File: config.mk
export PLATFORM = sky130hd
export DESIGN_NAME = alpha_beta_tracking_filter_unit
export DESIGN_NICKNAME = d
export VERILOG_FILES = /design/src/rtl/abtf_pkg.sv /design/src/rtl/alpha_beta_tracking_filter_unit.sv
export SDC_FILE = /design/constraint.sdc
export NUM_CORES = 2
export LEC_CHECK = 0
export ABC_CLOCK_PERIOD_IN_PS = 15500
export BUFFER_PORTS_ARGS = -buffer_cell sky130_fd_sc_hd__buf_2
export CAP_MARGIN = 20
export CORE_ASPECT_RATIO = 0.6
export CORE_UTILIZATION = 60
export DETAILED_ROUTE_END_ITERATION = 10
export PLACE_DENSITY = 0.83
export SYNTH_ARGS = -nofsm -noshare
export SYNTH_HDL_FRONTEND = slang
export SYNTH_SLANG_ARGS = --single-unit
export TNS_END_PERCENT = 5
File: constraint.sdc
create_clock -name clk -period 15.5 [get_ports clk]
set_input_delay 0.775 -clock clk [delete_from_list [all_inputs] [get_ports clk]]
set_output_delay 0.775 -clock clk [all_outputs]
set_load 0.1 [all_outputs]
File: src/rtl/abtf_pkg.sv
package abtf_pkg;

	localparam int SAMPLE_BITS = 16;
	localparam int FRAC_BITS = 16;
	localparam int MEAS_BITS = SAMPLE_BITS + FRAC_BITS;

	localparam int ALPHA_BITS = 17;
	localparam int GAIN_BITS = 32;
	localparam int STEP_BITS = 25;
	localparam int CFG_DATA_BITS = 32;
	localparam int CFG_INDEX_BITS = 2;

	localparam int GAIN_FRAC = 16;
	localparam int STEP_FRAC = 24;

	localparam int POS_BITS = 40;
	localparam int RATE_BITS = 48;
	localparam int OUT_BITS = 32;

	// multiplicand is split in two halves, each run through one shared multiplier
	localparam int HALF_BITS = RATE_BITS / 2;
	localparam int PROD_BITS = HALF_BITS + GAIN_BITS + 2;
	localparam int ACC_BITS = PROD_BITS + HALF_BITS;
	localparam int SUM_BITS = ACC_BITS + 1;

	localparam logic [STEP_BITS-1:0] STEP_RESET = STEP_BITS'(33554);

	typedef enum logic [CFG_INDEX_BITS-1:0] {
		REG_ALPHA = 2'd0,
		REG_VEL_GAIN = 2'd1,
		REG_STEP = 2'd2
	} cfg_reg_t;

	typedef enum logic [3:0] {
		ST_IDLE,
		ST_PRED_LO,
		ST_PRED_HI,
		ST_PRED_ACC,
		ST_PRED_UPD,
		ST_RESID,
		ST_ALPHA_LO,
		ST_ALPHA_HI,
		ST_ALPHA_ACC,
		ST_ALPHA_UPD,
		ST_VEL_LO,
		ST_VEL_HI,
		ST_VEL_ACC,
		ST_VEL_UPD,
		ST_DONE
	} state_t;

	typedef logic signed [SUM_BITS-1:0] sum_t;

	function automatic logic signed [POS_BITS-1:0] sat_pos(input sum_t v);
		logic [SUM_BITS-POS_BITS:0] top;
		top = v[SUM_BITS-1:POS_BITS-1];
		if (&top || ~|top) begin
			sat_pos = v[POS_BITS-1:0];
		end else if (v[SUM_BITS-1]) begin
			sat_pos = {1'b1, {(POS_BITS-1){1'b0}}};
		end else begin
			sat_pos = {1'b0, {(POS_BITS-1){1'b1}}};
		end
	endfunction

	function automatic logic signed [RATE_BITS-1:0] sat_rate(input sum_t v);
		logic [SUM_BITS-RATE_BITS:0] top;
		top = v[SUM_BITS-1:RATE_BITS-1];
		if (&top || ~|top) begin
			sat_rate = v[RATE_BITS-1:0];
		end else if (v[SUM_BITS-1]) begin
			sat_rate = {1'b1, {(RATE_BITS-1){1'b0}}};
		end else begin
			sat_rate = {1'b0, {(RATE_BITS-1){1'b1}}};
		end
	endfunction

	function automatic logic signed [OUT_BITS-1:0] sat_out(input sum_t v);
		logic [SUM_BITS-OUT_BITS:0] top;
		top = v[SUM_BITS-1:OUT_BITS-1];
		if (&top || ~|top) begin
			sat_out = v[OUT_BITS-1:0];
		end else if (v[SUM_BITS-1]) begin
			sat_out = {1'b1, {(OUT_BITS-1){1'b0}}};
		end else begin
			sat_out = {1'b0, {(OUT_BITS-1){1'b1}}};
		end
	endfunction

endpackage

File: src/rtl/alpha_beta_tracking_filter_unit.sv
// alpha-beta tracking filter, one signed sample in, one Q16.16 estimate out
// input word: sample and start_req on in_valid/in_ready; start_req clears the
// position and velocity state before the sample is used
// output word: estimate_out on out_valid/out_ready, held until taken
// gains and time step are written through cfg_wr_en/cfg_index/cfg_wdata; the
// user must write them only while idle, the block itself does not enforce it
// one shared 25x33 multiplier does all three gain products, each as two
// partial products (low and high half of the 48-bit operand) plus an
// accumulate and an update step, under a 15-state sequencer
// the estimate is registered in the done step; in_ready is high only when idle
// the output register frees the input side: a new word is taken while the
// previous estimate still waits; if the receiver stalls longer, the sequencer
// holds in its last step until the output register is free
// reset: state and velocity cleared, gains 0, time step 33554 (about 0.002),
// no output word pending
module alpha_beta_tracking_filter_unit
	import abtf_pkg::*;
(
	input  logic                             clk,
	input  logic                             arst_n,
	input  logic                             in_valid,
	output logic                             in_ready,
	input  logic signed [SAMPLE_BITS-1:0]    sample,
	input  logic                             start_req,
	output logic                             out_valid,
	input  logic                             out_ready,
	output logic signed [OUT_BITS-1:0]       estimate_out,
	input  logic                             cfg_wr_en,
	input  logic [CFG_INDEX_BITS-1:0]        cfg_index,
	input  logic [CFG_DATA_BITS-1:0]         cfg_wdata
);

	state_t state_q, state_d;

	logic [ALPHA_BITS-1:0] alpha_q;
	logic [GAIN_BITS-1:0] vel_gain_q;
	logic [STEP_BITS-1:0] step_q;

	logic signed [POS_BITS-1:0] pos_q;
	logic signed [RATE_BITS-1:0] rate_q;
	logic signed [RATE_BITS-1:0] resid_q;
	logic signed [MEAS_BITS-1:0] meas_q;
	logic signed [PROD_BITS-1:0] product_q;
	logic signed [ACC_BITS-1:0] acc_q;
	logic signed [OUT_BITS-1:0] estimate_q;
	logic out_valid_q;

	logic accept;
	logic done_go;
	logic is_pred;
	logic hi_phase;
	logic signed [RATE_BITS-1:0] mul_s;
	logic [GAIN_BITS-1:0] mul_u;
	logic signed [HALF_BITS:0] mul_a;
	logic signed [GAIN_BITS:0] mul_b;
	logic signed [PROD_BITS-1:0] mul_p;
	sum_t acc_shift;
	logic signed [POS_BITS-1:0] pos_next;
	logic signed [RATE_BITS-1:0] rate_next;
	logic signed [RATE_BITS-1:0] resid_next;

	assign in_ready = (state_q == ST_IDLE);
	assign accept = in_valid && in_ready;
	assign out_valid = out_valid_q;
	assign estimate_out = estimate_q;
	assign done_go = !out_valid_q || out_ready;

	// shared multiplier: operand select and half select
	assign is_pred = (state_q == ST_PRED_LO) || (state_q == ST_PRED_HI) ||
		(state_q == ST_PRED_ACC) || (state_q == ST_PRED_UPD);
	assign hi_phase = (state_q == ST_PRED_HI) || (state_q == ST_ALPHA_HI) ||
		(state_q == ST_VEL_HI);
	assign mul_s = is_pred ? rate_q : resid_q;

	always_comb begin
		unique case (state_q)
			ST_PRED_LO, ST_PRED_HI: mul_u = GAIN_BITS'(step_q);
			ST_ALPHA_LO, ST_ALPHA_HI: mul_u = GAIN_BITS'(alpha_q);
			default: mul_u = vel_gain_q;
		endcase
	end

	assign mul_a = hi_phase ? {mul_s[RATE_BITS-1], mul_s[RATE_BITS-1:HALF_BITS]}
		: {1'b0, mul_s[HALF_BITS-1:0]};
	assign mul_b = {1'b0, mul_u};
	assign mul_p = mul_a * mul_b;

	// arithmetic shift gives the floor of the scaled product
	assign acc_shift = is_pred ? SUM_BITS'(acc_q >>> STEP_FRAC) : SUM_BITS'(acc_q >>> GAIN_FRAC);
	assign pos_next = sat_pos(acc_shift + SUM_BITS'(pos_q));
	assign rate_next = sat_rate(acc_shift + SUM_BITS'(rate_q));
	assign resid_next = sat_rate(SUM_BITS'(meas_q) - SUM_BITS'(pos_q));

	always_ff @(posedge clk or negedge arst_n) begin
		if (!arst_n) begin
			state_q <= ST_IDLE;
		end else begin
			state_q <= state_d;
		end
	end

	always_comb begin
		state_d = state_q;
		unique case (state_q)
			ST_IDLE: if (accept) state_d = ST_PRED_LO;
			ST_PRED_LO: state_d = ST_PRED_HI;
			ST_PRED_HI: state_d = ST_PRED_ACC;
			ST_PRED_ACC: state_d = ST_PRED_UPD;
			ST_PRED_UPD: state_d = ST_RESID;
			ST_RESID: state_d = ST_ALPHA_LO;
			ST_ALPHA_LO: state_d = ST_ALPHA_HI;
			ST_ALPHA_HI: state_d = ST_ALPHA_ACC;
			ST_ALPHA_ACC: state_d = ST_ALPHA_UPD;
			ST_ALPHA_UPD: state_d = ST_VEL_LO;
			ST_VEL_LO: state_d = ST_VEL_HI;
			ST_VEL_HI: state_d = ST_VEL_ACC;
			ST_VEL_ACC: state_d = ST_VEL_UPD;
			ST_VEL_UPD: state_d = ST_DONE;
			ST_DONE: if (done_go) state_d = ST_IDLE;
			default: state_d = ST_IDLE;
		endcase
	end

	// configuration and filter state
	always_ff @(posedge clk or negedge arst_n) begin
		if (!arst_n) begin
			alpha_q <= '0;
			vel_gain_q <= '0;
			step_q <= STEP_RESET;
			pos_q <= '0;
			rate_q <= '0;
			out_valid_q <= 1'b0;
		end else begin
			if (cfg_wr_en) begin
				unique case (cfg_index)
					REG_ALPHA: alpha_q <= cfg_wdata[ALPHA_BITS-1:0];
					REG_VEL_GAIN: vel_gain_q <= cfg_wdata[GAIN_BITS-1:0];
					REG_STEP: step_q <= cfg_wdata[STEP_BITS-1:0];
					default: ;
				endcase
			end
			if (accept && start_req) begin
				pos_q <= '0;
				rate_q <= '0;
			end
			if (state_q == ST_PRED_UPD || state_q == ST_ALPHA_UPD) begin
				pos_q <= pos_next;
			end
			if (state_q == ST_VEL_UPD) begin
				rate_q <= rate_next;
			end
			if (state_q == ST_DONE && done_go) begin
				out_valid_q <= 1'b1;
			end else if (out_valid_q && out_ready) begin
				out_valid_q <= 1'b0;
			end
		end
	end

	// working registers of the sequencer
	always_ff @(posedge clk) begin
		if (accept) begin
			meas_q <= {sample, {FRAC_BITS{1'b0}}};
		end
		if (state_q == ST_PRED_LO || state_q == ST_ALPHA_LO || state_q == ST_VEL_LO ||
			hi_phase) begin
			product_q <= mul_p;
		end
		if (hi_phase) begin
			// low partial product is never negative
			acc_q <= ACC_BITS'(product_q);
		end
		if (state_q == ST_PRED_ACC || state_q == ST_ALPHA_ACC || state_q == ST_VEL_ACC) begin
			acc_q <= acc_q + (ACC_BITS'(product_q) <<< HALF_BITS);
		end
		if (state_q == ST_RESID) begin
			resid_q <= resid_next;
		end
		if (state_q == ST_DONE && done_go) begin
			estimate_q <= sat_out(SUM_BITS'(pos_q));
		end
	end

endmodule

==> run metrics <==
Die Width 388 microns; number of global-route vias before repair 44,200; cell count of the worst reg-to-reg path 33; Final Cycle Share 0.725; Reg clk slew, reported paths 0.08 ns; Initial Util 0.609; All-Layer GR Usage 0.400; Routed Wire Length 182 mm; worst slack, placed 4.45 ns; Async SR Flop Fraction 0.439; Worst Path Required 15.92 ns; initial antenna violation count 5; minimum clock period 11.24 ns; GRT overflow 0; CP bufs+invs 4; f_max 89.0 MHz; Primary FF master, synth edfxtp_1; Synth Area per Inst 8.75 sq um; worst setup margin 4.26 ns; register area share after synthesis 0.198; synthesized instance count 6,121; startpoint types flip-flop; unrepaired setup endpoints after global routing false; Netlist cell types 85; Worst Tran Pin Value 1.36 ns; CP max FO 76; final RePlAce weighted congestion 1.03; post_cts resized 0; maxcap violations 0; Crit Reg-Reg Endpoint product_q[56]$_DFFE_PP_; clock sinks 380; latest clock arrival within the worst-skew pair 0.67 ns; Die Area 0.0905 sq mm; drt pass-1 iters 6; Util after Layout 0.643; Ports 90; Post-DP HPWL 144 mm; Setup TNS 0 ns; Routed Antenna Nets 0; flops & latches, synth 380; Syn-to-layout area delta 5.54%; CP max stage delay 0.80 ns; cts hold-fix bufs 0; reg-to-reg slack, setup 4.26 ns; CTS Buffer Depth 3; CTS tree yes; Slew HR 0.0878; Core Rows 84; CP arrival 11.66 ns; Layout Skew 0.0815 ns; delay-heaviest family, CP adder cells; Fin. Hold Viols 0; clk root buf clkbuf_16; outcome finished clean; EDFF count, synth 213; # DRC 0; H-tree level count 2; worst hold-check path type in2async; Slew Viols, Final 0; setup repair bufs after CTS 0; cell mode on critical path fa_1; Post-Syn Area 0.0536 sq mm; total CTS buffers 42; fillcell total 7,176; Setup crit end kind flip-flop; Setup violations, final 0; share of layout cells above drive strength 1 0.0648; syn_nets 7,305; largest net degree at the start of global routing 102; Final Net Count 7,216; # port buffers 89; Die Ht 233 microns; 1st-iter DRT viols 6,293; slowest stage cell, crit path o21a_1; first-pass GRT wire length 271 mm; Via density 6.45; via count 46,600; Ys Warns 0; CP Class reg2reg; WL/cell 25.1 microns; core footprint 0.0880 sq mm; RR Startpoint state_q[1]$_DFFE_PN0P_
[kinds of logic (layout without fill, tap and decap cells)]
kind of cell | count (synthesis) | after routing | synth area share
muxes | 91 | 91 | 0.0203
buffers and inverters | 1110 | 1055 | 0.0788
AOI/OAI and AO/OA | 1169 | 1169 | 0.140
and+or+nand+nor | 1986 | 1986 | 0.162
xor gates and xnor gates | 257 | 257 | 0.0420
adders and majority gates | 1128 | 1128 | 0.360
DFF | 380 | 380 | 0.198
other | 0 | 3 | 0
[layer usage]
layer,part of all wire,GRT usage,vias to the layer above
met5,0.00017,0,-
met1,0.42,0.598,22600
met4,0.029,0.103,4
met3,0.18,0.185,475
li1,-,-,20100
met2,0.37,0.509,3451
[how the worst max path moves through the flow]
stage | start | endpoint | slack (ns) | cells past startpoint
after floorplan | state_q[0]$_DFFE_PN0P_ | product_q[56]$_DFFE_PP_ | 6.51 | 38
after global placement | state_q[3]$_DFFE_PN0P_ | product_q[56]$_DFFE_PP_ | 4.63 | 32
after detailed placement | state_q[3]$_DFFE_PN0P_ | product_q[56]$_DFFE_PP_ | 4.45 | 32
after CTS | state_q[1]$_DFFE_PN0P_ | product_q[56]$_DFFE_PP_ | 4.41 | 33
after global routing | state_q[1]$_DFFE_PN0P_ | product_q[56]$_DFFE_PP_ | 3.66 | 33
final | state_q[1]$_DFFE_PN0P_ | product_q[56]$_DFFE_PP_ | 4.26 | 33
[state kept, by name, summed over array words and instances, names as in the netlist]
signal,cells
acc_q,66
product_q,58
rate_q,48
resid_q,41
pos_q,40
estimate_out,32
vel_gain_q,32
step_q,25
alpha_q,17
meas_q,16
state_q,4
out_valid,1
[cell usage after synthesis (81+ instances only)]
master / number / area [sq um]
nor2_1: 613 / 2300
dfrtp_1: 162 / 4050
xor2_1: 95 / 832
inv_1: 806 / 3030
edfxtp_1: 213 / 6400
a21o_1: 154 / 1160
o21ai_0: 241 / 1210
a21oi_1: 374 / 1870
clkbuf_1: 276 / 1040
nand2_1: 867 / 3250
fa_1: 690 / 13800
nand2b_1: 81 / 507
ha_1: 438 / 5480
xnor2_1: 162 / 1420
[metrics by stage]
| stage | area [sq um] | hold slack [ns] | cells |
|---|---|---|---|
| final | 56500 | 0.0967 | 7230 |
| after global routing | 56500 | 0.145 | 7227 |
| after CTS | 56500 | 0.122 | 7222 |
| after detailed placement | 55000 | 0.488 | 7144 |
| after global placement | 55000 | 0.483 | 7144 |
| after floorplan | 53600 | 0.472 | 6121 |
[area by class of cell]
class / count / area (sq um) / share of cell area
Clock inverter: 25 / 309 / 0.00547
Multi-Input combinational cell: 4631 / 39000 / 0.689
Antenna cell: 3 / 7.51 / 0.000133
Clock buffer: 53 / 1090 / 0.0193
Timing Repair Buffer: 170 / 1090 / 0.0192
Tap cell: 1161 / 1450 / 0.0257
Inverter: 807 / 3030 / 0.0536
Sequential cell: 380 / 10600 / 0.187
[layout by cell type (no fill, tap or decap), types with 30 or more instances in the layout]
cell	instances
nor2_1	611
nand3_1	80
nand2b_1	80
edfxtp_1	213
o21a_1	50
buf_4	77
buf_2	88
and2_1	62
o21ai_0	231
a21oi_1	370
o21bai_1	49
clkbuf_16	42
a31oi_1	30
mux2_2	79
fa_1	690
a21o_1	154
nor2b_1	31
ha_1	438
xnor2_1	162
inv_1	806
dfrtp_1	162
xor2_1	95
a221o_1	65
nand2_1	865
nor3_1	59
nand4_1	66
Power is left out: the tool's default activity adds up to more than one toggle a clock period on the data nets, which glitch-free logic cannot reach.
